<file path="src/asm_pkg.sv">
// Shared types, constants and helpers for the alarm slot manager.
package asm_pkg;

  // Table geometry.
  localparam int SLOTS = 8;
  localparam int IDX_W = (SLOTS > 1) ? $clog2(SLOTS) : 1;

  // Most results that one tick may give.
  localparam int MAX_FIRED  = 8;
  localparam int FIRE_CNT_W = $clog2(MAX_FIRED + 1);

  // Field widths of the beats.
  localparam int TIME_W  = 32;
  localparam int WORD_W  = 32;
  localparam int EVENT_W = 8;
  localparam int DELAY_W = 23;
  localparam int SLOT_W  = 3;

  // Positions inside the packed alarm word.
  localparam int EVENT_LSB = 24;
  localparam int PER_BIT   = 23;

  // Item function codes.
  localparam logic FUNC_TICK = 1'b0;
  localparam logic FUNC_SET  = 1'b1;

  // Commands from the controller to the datapath.
  typedef struct packed {
    logic load;   // capture a new input beat and restart the scan
    logic step;   // process the slot at the scan index and advance
    logic flush;  // push the held result as the last of this tick
    logic place;  // write a new alarm into the free slot found
  } asm_cmd_t;

  // Status from the datapath to the controller.
  typedef struct packed {
    logic is_set;     // current item is a set
    logic hit;        // slot at the scan index matches or is due
    logic idx_last;   // scan index is at the final slot
    logic pend_valid; // a fired result is held back
    logic out_free;   // output register can take a beat this cycle
  } asm_sts_t;

  // Saturating add of a time and a delay.
  function automatic logic [TIME_W-1:0] sat_add(input logic [TIME_W-1:0] a,
                                                input logic [TIME_W-1:0] b);
    logic [TIME_W:0] s;
    s = {1'b0, a} + {1'b0, b};
    return s[TIME_W] ? {TIME_W{1'b1}} : s[TIME_W-1:0];
  endfunction

endpackage

</file>
<file path="src/asm_chan_if.sv">
// Channel interfaces for the input items and the fired results.

interface asm_in_if;
  logic                         valid;
  logic                         ready;
  logic                         func;
  logic [asm_pkg::TIME_W-1:0]   now_ms;
  logic [asm_pkg::WORD_W-1:0]   alarm_word;

  modport source (output valid, output func, output now_ms, output alarm_word,
                  input ready);
  modport sink   (input valid, input func, input now_ms, input alarm_word,
                  output ready);
endinterface

interface asm_out_if;
  logic                         valid;
  logic                         ready;
  logic [asm_pkg::EVENT_W-1:0]  fired_event;
  logic [asm_pkg::SLOT_W-1:0]   fired_slot;
  logic                         last_fired;

  modport source (output valid, output fired_event, output fired_slot,
                  output last_fired, input ready);
  modport sink   (input valid, input fired_event, input fired_slot,
                  input last_fired, output ready);
endinterface

</file>
<file path="src/asm_ctrl.sv">
// Controller state machine that sequences the slot scan for each item.
module asm_ctrl (
  input  logic              clk,
  input  logic              rst_n,
  input  logic              in_valid,
  output logic              in_ready,
  input  asm_pkg::asm_sts_t sts,
  output asm_pkg::asm_cmd_t cmd
);

  typedef enum logic [1:0] {
    S_IDLE,
    S_SCAN,
    S_PLACE,
    S_FLUSH
  } state_t;

  state_t state_r;
  state_t state_nxt;
  logic   scan_stall;

  // A due slot cannot be taken while a held result waits on a full output.
  assign scan_stall = !sts.is_set && sts.hit && sts.pend_valid && !sts.out_free;

  // Next state and commands.
  always_comb begin
    state_nxt = state_r;
    in_ready  = 1'b0;
    cmd       = '0;
    unique case (state_r)
      S_IDLE: begin
        in_ready = 1'b1;
        if (in_valid) begin
          cmd.load  = 1'b1;
          state_nxt = S_SCAN;
        end
      end
      S_SCAN: begin
        if (!scan_stall) begin
          cmd.step = 1'b1;
          if (sts.idx_last) begin
            state_nxt = sts.is_set ? S_PLACE : S_FLUSH;
          end
        end
      end
      S_PLACE: begin
        cmd.place = 1'b1;
        state_nxt = S_IDLE;
      end
      S_FLUSH: begin
        if (!sts.pend_valid) begin
          state_nxt = S_IDLE;
        end else if (sts.out_free) begin
          cmd.flush = 1'b1;
          state_nxt = S_IDLE;
        end
      end
      default: state_nxt = S_IDLE;
    endcase
  end

  // State register.
  always_ff @(posedge clk) begin
    if (!rst_n) begin
      state_r <= S_IDLE;
    end else begin
      state_r <= state_nxt;
    end
  end

endmodule

</file>
<file path="src/asm_dpath.sv">
// Datapath: slot table, scan index, held result and output register.
module asm_dpath (
  input  logic                          clk,
  input  logic                          rst_n,
  input  asm_pkg::asm_cmd_t             cmd,
  output asm_pkg::asm_sts_t             sts,
  input  logic                          in_func,
  input  logic [asm_pkg::TIME_W-1:0]    in_now_ms,
  input  logic [asm_pkg::WORD_W-1:0]    in_alarm_word,
  output logic                          out_valid,
  input  logic                          out_ready,
  output logic [asm_pkg::EVENT_W-1:0]   out_fired_event,
  output logic [asm_pkg::SLOT_W-1:0]    out_fired_slot,
  output logic                          out_last_fired
);

  localparam int SLOTS      = asm_pkg::SLOTS;
  localparam int IDX_W      = asm_pkg::IDX_W;
  localparam int TIME_W     = asm_pkg::TIME_W;
  localparam int EVENT_W    = asm_pkg::EVENT_W;
  localparam int DELAY_W    = asm_pkg::DELAY_W;
  localparam int SLOT_W     = asm_pkg::SLOT_W;
  localparam int MAX_FIRED  = asm_pkg::MAX_FIRED;
  localparam int FIRE_CNT_W = asm_pkg::FIRE_CNT_W;

  // Slot table.
  logic                valid_r    [SLOTS];
  logic [EVENT_W-1:0]  event_r    [SLOTS];
  logic                per_r      [SLOTS];
  logic [DELAY_W-1:0]  period_r   [SLOTS];
  logic [TIME_W-1:0]   deadline_r [SLOTS];

  // Captured item.
  logic                func_r;
  logic [TIME_W-1:0]   now_r;
  logic [EVENT_W-1:0]  id_r;
  logic                new_per_r;
  logic [DELAY_W-1:0]  delay_r;

  // Scan bookkeeping.
  logic [IDX_W-1:0]      idx_r;
  logic                  matched_r;
  logic                  free_found_r;
  logic [IDX_W-1:0]      free_idx_r;
  logic [FIRE_CNT_W-1:0] fire_cnt_r;

  // Result held until the next one shows whether it is the last.
  logic                pend_valid_r;
  logic [EVENT_W-1:0]  pend_event_r;
  logic [SLOT_W-1:0]   pend_slot_r;

  // Output register.
  logic                out_valid_r;
  logic [EVENT_W-1:0]  out_event_r;
  logic [SLOT_W-1:0]   out_slot_r;
  logic                out_last_r;

  logic                cur_valid;
  logic                id_match;
  logic                due;
  logic                room;
  logic                hit;
  logic                is_set;
  logic                tick_fire;
  logic                set_hit;
  logic                take_free;
  logic                do_place;
  logic                push;
  logic                push_last;
  logic                out_free;
  logic [TIME_W-1:0]   rearm;

  // Look at the slot under the scan index.
  assign is_set    = (func_r == asm_pkg::FUNC_SET);
  assign cur_valid = valid_r[idx_r];
  assign id_match  = (event_r[idx_r] == id_r) && per_r[idx_r];
  assign due       = (now_r >= deadline_r[idx_r]);
  // Once a tick has given its most results, further due slots wait.
  assign room      = (fire_cnt_r != FIRE_CNT_W'(MAX_FIRED));
  assign hit       = cur_valid && (is_set ? id_match : (due && room));
  assign rearm     = asm_pkg::sat_add(now_r, TIME_W'(period_r[idx_r]));

  assign tick_fire = cmd.step && !is_set && hit;
  assign set_hit   = cmd.step && is_set && hit;
  assign take_free = cmd.step && is_set && !cur_valid && !free_found_r;
  assign do_place  = cmd.place && !matched_r && free_found_r;

  // A new firing releases the held one; the flush releases it as last.
  assign out_free  = !out_valid_r || out_ready;
  assign push      = (tick_fire && pend_valid_r) || (cmd.flush && pend_valid_r);
  assign push_last = cmd.flush;

  assign sts.is_set     = is_set;
  assign sts.hit        = hit;
  assign sts.idx_last   = (idx_r == IDX_W'(SLOTS - 1));
  assign sts.pend_valid = pend_valid_r;
  assign sts.out_free   = out_free;

  // Valid bits and control flags.
  always_ff @(posedge clk) begin
    if (!rst_n) begin
      for (int i = 0; i < SLOTS; i++) begin
        valid_r[i] <= 1'b0;
      end
      pend_valid_r <= 1'b0;
      out_valid_r  <= 1'b0;
      matched_r    <= 1'b0;
      free_found_r <= 1'b0;
      fire_cnt_r   <= '0;
      idx_r        <= '0;
    end else begin
      if (cmd.load) begin
        idx_r        <= '0;
        matched_r    <= 1'b0;
        free_found_r <= 1'b0;
        fire_cnt_r   <= '0;
      end
      if (cmd.step) begin
        idx_r <= idx_r + 1'b1;
      end
      if (tick_fire) begin
        pend_valid_r <= 1'b1;
        fire_cnt_r   <= fire_cnt_r + 1'b1;
        if (!per_r[idx_r]) begin
          valid_r[idx_r] <= 1'b0;
        end
      end else if (cmd.flush) begin
        pend_valid_r <= 1'b0;
      end
      if (set_hit) begin
        matched_r <= 1'b1;
        if (delay_r == '0) begin
          valid_r[idx_r] <= 1'b0;
        end
      end
      if (take_free) begin
        free_found_r <= 1'b1;
      end
      if (do_place) begin
        valid_r[free_idx_r] <= 1'b1;
      end
      if (push) begin
        out_valid_r <= 1'b1;
      end else if (out_ready) begin
        out_valid_r <= 1'b0;
      end
    end
  end

  // Slot payload, item capture and result data.
  always_ff @(posedge clk) begin
    if (cmd.load) begin
      func_r    <= in_func;
      now_r     <= in_now_ms;
      id_r      <= in_alarm_word[asm_pkg::EVENT_LSB +: EVENT_W];
      new_per_r <= in_alarm_word[asm_pkg::PER_BIT];
      delay_r   <= in_alarm_word[DELAY_W-1:0];
    end
    if (take_free) begin
      free_idx_r <= idx_r;
    end
    if (tick_fire) begin
      pend_event_r <= event_r[idx_r];
      pend_slot_r  <= SLOT_W'(idx_r);
      if (per_r[idx_r]) begin
        deadline_r[idx_r] <= rearm;
      end
    end
    if (set_hit && (delay_r != '0)) begin
      period_r[idx_r] <= delay_r;
    end
    if (do_place) begin
      event_r[free_idx_r]    <= id_r;
      per_r[free_idx_r]      <= new_per_r;
      period_r[free_idx_r]   <= delay_r;
      deadline_r[free_idx_r] <= asm_pkg::sat_add(now_r, TIME_W'(delay_r));
    end
    if (push) begin
      out_event_r <= pend_event_r;
      out_slot_r  <= pend_slot_r;
      out_last_r  <= push_last;
    end
  end

  assign out_valid       = out_valid_r;
  assign out_fired_event = out_event_r;
  assign out_fired_slot  = out_slot_r;
  assign out_last_fired  = out_last_r;

endmodule

</file>
<file path="src/alarm_slot_manager_unit.sv">
// Top level of the alarm slot manager: controller plus datapath.
//
// Input channel in_bus carries one item per beat: func selects a tick
// (check alarms) or a set (create or update an alarm); now_ms is the time
// and alarm_word packs the event id, periodic bit and delay of a set.
// Result channel out_bus carries one beat per fired slot of a tick, with
// fired_event, fired_slot and last_fired high on the last beat of the tick.
// A set and a tick with no due slot give no beats.
// The next item is accepted only after the current one is through: a load,
// a scan that takes one slot at a time through the single scan index, and
// a wrap-up that places a set or flushes a tick.
// A fired result is held back until the next firing slot or the end of the
// scan shows whether it is the last; the first beat of a tick is valid in the
// cycle after the scan takes its second firing slot, or, when only one fires,
// once the wrap-up flushes it after the scan reaches the last slot.
// When the receiver stalls, the scan pauses at the next firing slot and
// resumes as soon as the output register drains.
// Synchronous active-low reset empties the table and drops any held result;
// no clearing pass is needed.
module alarm_slot_manager_unit (
  input  logic      clk,
  input  logic      rst_n,
  asm_in_if.sink    in_bus,
  asm_out_if.source out_bus
);

  asm_pkg::asm_cmd_t cmd;
  asm_pkg::asm_sts_t sts;

  // Sequencing.
  asm_ctrl u_ctrl (
    .clk      (clk),
    .rst_n    (rst_n),
    .in_valid (in_bus.valid),
    .in_ready (in_bus.ready),
    .sts      (sts),
    .cmd      (cmd)
  );

  // Slot table and result path.
  asm_dpath u_dpath (
    .clk             (clk),
    .rst_n           (rst_n),
    .cmd             (cmd),
    .sts             (sts),
    .in_func         (in_bus.func),
    .in_now_ms       (in_bus.now_ms),
    .in_alarm_word   (in_bus.alarm_word),
    .out_valid       (out_bus.valid),
    .out_ready       (out_bus.ready),
    .out_fired_event (out_bus.fired_event),
    .out_fired_slot  (out_bus.fired_slot),
    .out_last_fired  (out_bus.last_fired)
  );

endmodule

</file>
<file path="src/flat_wrapper.sv">
// flat-port wrapper written by rule: the top's interface ports become plain ports
module alarm_slot_manager_unit_flat 
  (clk, rst_n, in_bus_valid, in_bus_func, in_bus_now_ms, in_bus_alarm_word, in_bus_ready, out_bus_valid, out_bus_fired_event, out_bus_fired_slot, out_bus_last_fired, out_bus_ready);
  asm_in_if in_bus_i ();
  asm_out_if out_bus_i ();
  input  logic clk;
  input  logic rst_n;
  input wire logic [$bits(in_bus_i.valid)-1:0] in_bus_valid;
  input wire logic [$bits(in_bus_i.func)-1:0] in_bus_func;
  input wire logic [$bits(in_bus_i.now_ms)-1:0] in_bus_now_ms;
  input wire logic [$bits(in_bus_i.alarm_word)-1:0] in_bus_alarm_word;
  output wire logic [$bits(in_bus_i.ready)-1:0] in_bus_ready;
  output wire logic [$bits(out_bus_i.valid)-1:0] out_bus_valid;
  output wire logic [$bits(out_bus_i.fired_event)-1:0] out_bus_fired_event;
  output wire logic [$bits(out_bus_i.fired_slot)-1:0] out_bus_fired_slot;
  output wire logic [$bits(out_bus_i.last_fired)-1:0] out_bus_last_fired;
  input wire logic [$bits(out_bus_i.ready)-1:0] out_bus_ready;
  assign in_bus_i.valid = in_bus_valid;
  assign in_bus_i.func = in_bus_func;
  assign in_bus_i.now_ms = in_bus_now_ms;
  assign in_bus_i.alarm_word = in_bus_alarm_word;
  assign in_bus_ready = in_bus_i.ready;
  assign out_bus_valid = out_bus_i.valid;
  assign out_bus_fired_event = out_bus_i.fired_event;
  assign out_bus_fired_slot = out_bus_i.fired_slot;
  assign out_bus_last_fired = out_bus_i.last_fired;
  assign out_bus_i.ready = out_bus_ready;
  alarm_slot_manager_unit u_core (.clk(clk), .rst_n(rst_n), .in_bus(in_bus_i), .out_bus(out_bus_i));
endmodule
</file>
<file path="config.mk">
export PLATFORM = sky130hd
export DESIGN_NAME = alarm_slot_manager_unit_flat
export DESIGN_NICKNAME = d
export VERILOG_FILES = /design/src/asm_pkg.sv /design/src/asm_chan_if.sv /design/src/asm_ctrl.sv /design/src/asm_dpath.sv /design/src/alarm_slot_manager_unit.sv /design/src/flat_wrapper.sv
export SDC_FILE = /design/constraint.sdc
export NUM_CORES = 1
export LEC_CHECK = 0
export CAP_MARGIN = 0
export CORE_MARGIN = 8
export CORE_UTILIZATION = 25
export CTS_BUF_LIST = sky130_fd_sc_hd__clkbuf_4 sky130_fd_sc_hd__clkbuf_8
export DETAILED_ROUTE_END_ITERATION = 8
export DONT_BUFFER_PORTS = 1
export PLACE_DENSITY_LB_ADDON = 0.15
export SYNTH_ARGS = -nofsm -noshare
export SYNTH_HDL_FRONTEND = slang
export SYNTH_SLANG_ARGS = --single-unit
export TNS_END_PERCENT = 5
</file>
<file path="constraint.sdc">
create_clock -name clk -period 8.4 [get_ports clk]
set_input_delay 2.1 -clock clk [delete_from_list [all_inputs] [get_ports clk]]
set_output_delay 2.1 -clock clk [all_outputs]
set_load 0.01 [all_outputs]
</file>
# Word-level counts from Yosys, hierarchy flattened

Memory sizes are Yosys's and may differ from the RTL's. A register that Yosys moved wholly into a read port is not among the register bits.
Index checks and enable logic that the tools add are counted.
W data, S select, Z words.

Add/sub/neg operators: 4
Order comparisons: 1
Eq/ne operators: 10
Muxes and demuxes: 71
Bitwise logic cells: 1
Reductions and logical operators: 39

Operator list:

| kind                  | number |
|---|---|
| $mux W32              | 3 |
| $add A32 B23 Y33      | 2 |
| $mux W3               | 16 |
| $mux W1               | 43 |
| $ge A32 B32 Y1        | 1 |
| $reduce_or A32 Y1     | 1 |
| $logic_not A23 Y1     | 1 |
| $mux W23              | 1 |
| $reduce_bool A23 Y1   | 1 |
| $reduce_or A23 Y1     | 1 |
| $logic_and A1 B1 Y1   | 17 |
| $reduce_bool A2 Y1    | 6 |
| $mux W2               | 5 |
| $eq A8 B8 Y1          | 1 |
| $mux W4               | 2 |
| $pmux W2 S4           | 1 |
| $logic_not A1 Y1      | 6 |
| $add A4 B1 Y4 const B | 1 |
| $eq A2 B2 Y1 const B  | 2 |
| $ne A2 B2 Y1 const B  | 2 |
| $ne A4 B4 Y1 const B  | 1 |
| $reduce_and A4 Y1     | 1 |
| $add A3 B1 Y3 const B | 1 |
| $eq A3 B3 Y1 const B  | 1 |
| other kinds (7)       | 9 |

Flip-flop bits (word level): 104
RAM bits: 520
Input port bits: 69
Output and inout bits: 14
Logic and storage cells: 149
Memories: 5

Memories:

| name                      | depth | width | read ports | clocked after memory_dff | wr ports | RTL line        | source |
|---|---|---|---|---|---|---|---|
| u_core.u_dpath.deadline_r | 8     | 32    | 1          | 1                        | 1        | asm_dpath.sv:31 | `logic [TIME_W-1:0] deadline_r [SLOTS];` |
| u_core.u_dpath.period_r   | 8     | 23    | 1          | 1                        | 1        | asm_dpath.sv:30 | `logic [DELAY_W-1:0] period_r [SLOTS];` |
| u_core.u_dpath.event_r    | 8     | 8     | 1          | 1                        | 1        | asm_dpath.sv:28 | `logic [EVENT_W-1:0] event_r [SLOTS];` |
| u_core.u_dpath.per_r      | 8     | 1     | 1          | 1                        | 1        | asm_dpath.sv:29 | `logic per_r [SLOTS];` |
| u_core.u_dpath.valid_r    | 8     | 1     | 1          | 1                        | 8        | asm_dpath.sv:27 | `logic valid_r [SLOTS];` |

# Longest topological paths before layout

Gate-level depths: netlist of the first run.

Word-level depth: 18
Mapped depth: 19
Gate-level depth less buffers: 14

# By module

From an unflattened synthesis of the first run, not the netlist that was laid out.

Cell total of the unflattened synthesis: 2014
Area, all modules: 29688.5 um^2

Modules (own cells, without submodules):

| module    | times used | cells an instance | area an instance (um^2) |
|---|---|---|---|
| asm_dpath | 1          | 1996              | 29529.6 |
| asm_ctrl  | 1          | 18                | 158.9 |

# Worst setup path before layout of the first run

No wires, ideal clock.

Path kind: register to register
Start: register with a tool-made name
End: memory u_core.u_dpath.deadline_r[1][0], enable pin
Setup time: 0.421 ns
Arrival: 5.091 ns
Data required time: 7.979 ns
Path slack: 2.888 ns
Stages on the path, launching flop included: 18
Buffers on the path: 5
Clock period less this slack: 5.512 ns
Cell sequence: dfxtp_1 -> buf_2 -> buf_6 -> clkbuf_1 -> buf_2 -> mux4_2 -> mux2_2 -> ha_1 -> nand2b_1 -> a21o_1 -> a21o_1 -> a21oi_1 -> o211ai_1 -> o21ai_1 -> a21oi_1 -> buf_2 -> a41oi_1 -> nor2_1

RTL lines:

| element          | RTL line |
|---|---|
| end: declaration | asm_dpath.sv:31 |

==> impl_metrics.env, run 1 <==
export IMPL_avgSynthCellArea_um2=17.8
export IMPL_critPathTopFamily="compound AO/OA/AOI/OAI gates"
export IMPL_core_area_um2=107000
export IMPL_gp_congestion=0.794
export IMPL_fin_tns_setup_ps=0
export IMPL_layout_drive_gt1_share_pct=25.2
export IMPL_critPathMaxFanout=70
export IMPL_fin_crit_ps=5860
export IMPL_drc=0
export IMPL_crit_path_max_incr_delay_ps=980
export IMPL_slew_viol_final=0
export IMPL_cts_root_buf="clkbuf_8"
export IMPL_endpoint_kind="register"
export IMPL_grt_first_pass_wirelength_um=102000
export IMPL_first_iter_violations=960
export IMPL_max_cap_violations=0
export IMPL_crit_path_cell_trace="buf_12, mux4_2, mux2i_1, inv_1, ha_1, a211oi_1, o21ai_0, a32oi_1, a31oi_1, a31oi_1, a21oi_1, o211a_1, o31ai_1"
export IMPL_dr_pass1_iters=5
export IMPL_timing_hold_violations_final=0
export IMPL_power_density_nw_per_um2=228
export IMPL_final_cells=3094
export IMPL_post_cts_buffers=0
export IMPL_syn_area_um2=26800
export IMPL_clock_latency_ps=740
export IMPL_final_antenna_net_count=0
export IMPL_final_util_pct=29.2
export IMPL_first_global_vias=15200
export IMPL_viasPerCell=4.57
export IMPL_antenna_found_initial=12
export IMPL_grt_max_degree=71
export IMPL_layout_cells_most_common="edfxtp_1"
export IMPL_place_hpwl_um=44300
export IMPL_slew_headroom_pct=26.8
export IMPL_rows=120
export IMPL_clk_transition_reported_paths_ps=60
export IMPL_worst_slack_ps=2540
export IMPL_wl_per_cell_um=22.6
export IMPL_finalSetupViolations=0
export IMPL_grt_overflow_total=0
export IMPL_place_ws_ps=2510
export IMPL_syn_to_final_growth_pct=16.1
export IMPL_cpMostUsedCell="a31oi_1"
export IMPL_finClkSkew_ps=40.4
export IMPL_tightest_slew_ps=1090
export IMPL_synth_top_flop_cell="edfxtp_1"
export IMPL_min_from="u_core.u_dpath.pend_event_r[3]$_DFFE_PP_"
export IMPL_die_area_um2=118000
export IMPL_start_kind="register"
export IMPL_start_util_pct=25.1
export IMPL_grt_util_all_layers_pct=11.8
export IMPL_irDropWorstVdd_mv=0.101
export IMPL_holdBufCountCts=0
export IMPL_dr_total_vias=14100
export IMPL_critPathArrivalTime_ps=6230
export IMPL_hold_path_class="reg -> reg"
export IMPL_nNetsFinal=1754
export IMPL_p_leak_nw=9.91
export IMPL_yosys_register_bits=627
export IMPL_fmax_mhz=171
export IMPL_placed_cells=2892
export IMPL_layout_common_cells="edfxtp_1 (603), mux4_2 (130), clkbuf_8 (114)"
export IMPL_status="complete, no violations"
export IMPL_cp_required_ps=8770
export IMPL_min_period_over_period_pct=69.7
export IMPL_fillers=10500
export IMPL_ys_types=71
export IMPL_fp_dieW_um=344
export IMPL_cts_buffer_depth=3
export IMPL_cts_resized=0
export IMPL_cts_tree="done"
export IMPL_h_tree_depth=3
export IMPL_drt_wl_total_um=70000
export IMPL_cts_made_buffers=110
export IMPL_synth_edff_count=603
export IMPL_p_total_mw=7.10
export IMPL_cts_num_sinks=627
export IMPL_rrSetupSlack_ps=2540
export IMPL_io_buffers=0
export IMPL_ys_warn_count=0
export IMPL_syn_inst=1504
export IMPL_cp_slowest_cell="dfxtp_4"
export IMPL_crit_buf_inv=2
export IMPL_die_height_um=344
export IMPL_grt_setup_unrepaired="no"
export IMPL_worst_setup_path_type="reg -> reg"
export IMPL_async_flop_share_pct=0
export IMPL_synth_nets=1657
export IMPL_io_pins=83
export IMPL_ys_seq_area_share_pct=69.3
-- sequential cells by signal (all words and copies together), names as in the netlist, 3 cells and up, named ones only --
register,count
u_core.u_dpath.per_r,8
u_core.u_dpath.pend_event_r,8
u_core.u_dpath.out_fired_slot,3
u_core.u_dpath.deadline_r,256
u_core.u_dpath.id_r,8
u_core.u_dpath.pend_slot_r,3
u_core.u_dpath.out_fired_event,8
u_core.u_dpath.free_idx_r,3
u_core.u_dpath.now_r,32
u_core.u_dpath.valid_r,8
u_core.u_dpath.fire_cnt_r,4
u_core.u_dpath.period_r,184
u_core.u_dpath.event_r,64
u_core.u_dpath.delay_r,23
u_core.u_dpath.idx_r,3
-- layer usage --
metal	global-route usage [%]	share of wire [%]	vias to the layer above
met1	15.7	46	7383
met2	19.0	47	279
met3	2.45	4.3	128
li1	-	-	6338
met4	3.98	2.3	12
met5	0	0.12	-
-- metrics by stage --
stage / hold slack [ps] / area (um2)
after floorplan: 400 / 26800
after global placement: 410 / 28800
after detailed placement: 410 / 28800
after CTS: 421 / 31200
after global routing: 428 / 31200
final: 423 / 31200
-- power by group --
part / internal [mW] / total [mW] / switching, mW
Clock: 1.76 / 3.06 / 1.30
Combinational: 0.190 / 0.466 / 0.277
Sequential: 3.50 / 3.57 / 0.0658
Total: 5.45 / 7.10 / 1.64
-- cell usage after synthesis, types with 5 or more instances --
master | n | area (um2)
edfxtp_1 | 603 | 18100
mux4_2 | 130 | 2930
ha_1 | 82 | 1030
nor2_1 | 80 | 300
a21oi_1 | 70 | 350
nand2_1 | 43 | 161
mux2i_1 | 36 | 360
mux2_2 | 33 | 372
o21ai_0 | 30 | 150
a21o_1 | 28 | 210
clkbuf_1 | 27 | 101
inv_1 | 26 | 97.6
xnor2_1 | 25 | 219
dfxtp_1 | 24 | 480
xor2_1 | 20 | 175
a22oi_1 | 18 | 135
a31oi_1 | 17 | 106
buf_2 | 17 | 85.1
nor3_1 | 16 | 80.1
nand4_1 | 14 | 87.6
nand3_1 | 12 | 60.1
o21a_1 | 12 | 90.1
nand2b_1 | 11 | 68.8
nor4_1 | 11 | 68.8
nor2b_1 | 9 | 56.3
o211ai_1 | 9 | 67.6
or3_1 | 9 | 56.3
a211oi_1 | 6 | 45.0
o21bai_1 | 6 | 45.0
o211a_1 | 5 | 50.1
o21ai_1 | 5 | 25.0
-- layout make-up --
cell class	count	area (um2)	share of cell area [%]
antenna	3	7.51	0.0241
tap	1403	1760	5.63
sequential	627	18600	59.7
multi-input combinational	801	8020	25.7
inverter	26	100	0.321
clock buffer	142	1780	5.71
clock inverter	57	609	1.96
timing repair buffer	35	288	0.924
-- cell families after synthesis --
group,after synthesis,share of synthesized area (%)
adders and majority gates,84,3.97
muxes,203,13.9
DFF,627,69.3
AOI/OAI and AO/OA,238,5.97
and+or+nand+nor,231,4.25
xor gates and xnor gates,45,1.47
buffers and inverters,76,1.21
-- path summary, 6_finish.rpt --
kind              cells after the start                                     endpoint
setup / recovery                     13   u_core.u_dpath.deadline_r[4][23]$_DFFE_PP_
hold / removal                        0  u_core.u_dpath.out_fired_event[3]$_DFFE_PP_
hold reg to reg                       0  u_core.u_dpath.out_fired_event[3]$_DFFE_PP_
setup reg to reg                     13   u_core.u_dpath.deadline_r[4][23]$_DFFE_PP_
-- worst reg2reg max path, stage by stage, from the launching register on --
cell      delay [ps]
dfxtp_4          980
buf_12           510
mux4_2           570
mux2i_1          320
inv_1             80
ha_1             300
a211oi_1         340
o21ai_0          270
a32oi_1          320
a31oi_1          230
a31oi_1          320
a21oi_1          170
o211a_1          280
o31ai_1          840
(Power assumes the default switching activity.)
==> run 2: changes to the inputs <==
- clock period: 8.4 -> 5.1 ns (I/O delays scaled with it)
==> run 2 against run 1 <==
Total power rose by 60%. Maximum frequency increased by 23%. Sequential power is 64% higher. Sequential cell count stayed put. Critical path depth grew 1. Clock skew shrank 3.5 ps. Critical endpoint is now u_core.u_dpath.valid_r[4]$_DFF_P_. Utilization grew 0.35 points. Critical path type unchanged. Largest power group unchanged. Die area unchanged. First-iteration DRC count grew 5.2%. Combinational power grew 78%. Non-clock buffer count is 43 higher. Global-route usage grew 0.50 points.
==> impl_metrics.env, run 2 (synthesized netlist as in run 1, its figures left out) <==
export IMPL_rows=120
export IMPL_cts_num_sinks=627
export IMPL_ff2ff_path_depth=14
export IMPL_post_cts_buffers=0
export IMPL_min_period_over_period_pct=93.5
export IMPL_fin_hold_ws_ps=419
export IMPL_antenna_found_initial=8
export IMPL_tightest_slew_ps=1180
export IMPL_power_density_nw_per_um2=361
export IMPL_finClkSkew_ps=36.8
export IMPL_h_tree_depth=3
export IMPL_timing_hold_violations_final=0
export IMPL_min_delay_path_depth=0
export IMPL_largest_register_ffs=256
export IMPL_fillers=10400
export IMPL_drt_wl_total_um=72800
export IMPL_top_register="u_core.u_dpath.deadline_r"
export IMPL_first_iter_violations=1010
export IMPL_syn_to_final_growth_pct=17.5
export IMPL_grt_max_degree=44
export IMPL_layout_common_cells="edfxtp_1 (603), mux4_2 (130), clkbuf_8 (117)"
export IMPL_final_antenna_net_count=0
export IMPL_nNetsFinal=1797
export IMPL_critPathArrivalTime_ps=5390
export IMPL_die_height_um=344
export IMPL_status="complete, no violations"
export IMPL_irDropWorstVdd_mv=0.147
export IMPL_place_hpwl_um=47900
export IMPL_endpoint_kind="register"
export IMPL_io_pins=83
export IMPL_cp_required_ps=5720
export IMPL_finalSetupViolations=0
export IMPL_place_ws_ps=56.0
export IMPL_fin_crit_ps=4770
export IMPL_start_util_pct=25.1
export IMPL_final_area_um2=31500
export IMPL_dr_pass1_iters=5
export IMPL_dr_total_vias=14400
export IMPL_layout_drive_gt1_share_pct=26.6
export IMPL_slew_headroom_pct=20.9
export IMPL_worst_slack_ps=331
export IMPL_start_kind="register"
export IMPL_gp_congestion=0.805
export IMPL_grt_setup_unrepaired="no"
export IMPL_grt_overflow_total=0
export IMPL_cts_tree="done"
export IMPL_fp_dieW_um=344
export IMPL_drc=0
export IMPL_wl_per_cell_um=23.2
export IMPL_core_area_um2=107000
export IMPL_reg_top3="u_core.u_dpath.deadline_r: 256 flops, u_core.u_dpath.period_r: 184 flops, u_core.u_dpath.event_r: 64 flops"
export IMPL_grt_first_pass_wirelength_um=106000
export IMPL_grt_util_all_layers_pct=12.3
export IMPL_die_area_um2=118000
export IMPL_first_global_vias=15300
export IMPL_worst_setup_path_type="reg -> reg"
export IMPL_cts_buffer_depth=3
export IMPL_io_buffers=0
export IMPL_slew_viol_final=0
export IMPL_max_cap_violations=0
export IMPL_placedInstanceArea_um2=29300
export IMPL_p_leak_nw=10.1
export IMPL_critPathMaxFanout=22
export IMPL_hold_path_class="reg -> reg"
export IMPL_cts_root_buf="clkbuf_8"
export IMPL_clock_latency_ps=730
export IMPL_fmax_mhz=210
export IMPL_layout_cells_most_common="edfxtp_1"
export IMPL_fin_tns_setup_ps=0
export IMPL_clk_transition_reported_paths_ps=70
export IMPL_viasPerCell=4.58
export IMPL_cts_made_buffers=110
run 2: cell types whose count changed in the layout (fill, tap and decap cells not counted), sizes merged:
| cell | change |
|---|---|
| inv | -2 |
| bufinv | -8 |
| buf | +43 |
| clkbuf | +15 |
| clkinvlp | -1 |
run 2: layout make-up:
| type | instances | area (um2) | area share (%) |
|---|---|---|---|
| Timing Repair Buffer | 78 | 811 | 2.57 |
| Clock buffer | 157 | 1910 | 6.06 |
| Tap cell | 1403 | 1760 | 5.57 |
| Clock inverter | 46 | 323 | 1.02 |
| Multi-Input combinational cell | 801 | 8030 | 25.5 |
| Sequential cell | 627 | 18600 | 59.0 |
| Inverter | 26 | 100 | 0.317 |
| Antenna cell | 3 | 7.51 | 0.0238 |
run 2: routing by layer:
| metal | up-vias | track usage, % | share of wire, % |
|---|---|---|---|
| met3 | 105 | 2.40 | 4.4 |
| met4 | 8 | 4.21 | 2.4 |
| li1 | 6441 | - | - |
| met5 | - | 0 | 0.073 |
| met1 | 7505 | 16.6 | 46 |
| met2 | 326 | 19.6 | 47 |
run 2: path summary, 6_finish.rpt:
path | slack [ps] | startpoint | to
setup / recovery | 330 | register | u_core.u_dpath.valid_r[4]$_DFF_P_
hold / removal | 420 | u_core.u_dpath.pend_event_r[7]$_DFFE_PP_ | u_core.u_dpath.out_fired_event[7]$_DFFE_PP_
setup reg to reg | 330 | register | u_core.u_dpath.valid_r[4]$_DFF_P_
hold reg to reg | 420 | u_core.u_dpath.pend_event_r[7]$_DFFE_PP_ | u_core.u_dpath.out_fired_event[7]$_DFFE_PP_
run 2: critical path: stages, from the launching register on:
cell      delay, ps
dfxtp_4         600
buf_4           510
mux4_2          560
mux2_2          300
ha_1            290
nand2b_1        140
a21o_1          180
a21o_1          170
a21oi_1         240
o211ai_1        200
o21ai_1         350
a21oi_2         140
buf_4           250
a221o_2         470
a211oi_1        250
run 2: stage by stage:
| step | std cells | util (%) | total power [mW] |
|---|---|---|---|
| 6_report | 3141 | 29.5 | 11.4 |
| 5_1_grt | 3139 | 29.5 | 11.9 |
| 4_1_cts | 3138 | 29.5 | 11.6 |
| 3_5_place_dp | 2935 | 27.4 | 6.82 |
| 3_3_place_gp | 2935 | 27.4 | 6.81 |
| 2_1_floorplan | 1504 | - | 6.50 |
run 2: what timing repair did:
action | 4_1_cts | 5_1_grt
hold buffers | 0 | 0
endpoints found under the setup margin | 0 | 2
resized for setup | 0 | 1
run 2: power breakdown:
group	internal (mW)	leakage (nW)	switching (mW)	total (mW)
Combinational	0.336	3.28	0.494	0.830
Clock	2.61	1.17	2.07	4.68
Sequential	5.77	5.65	0.101	5.87
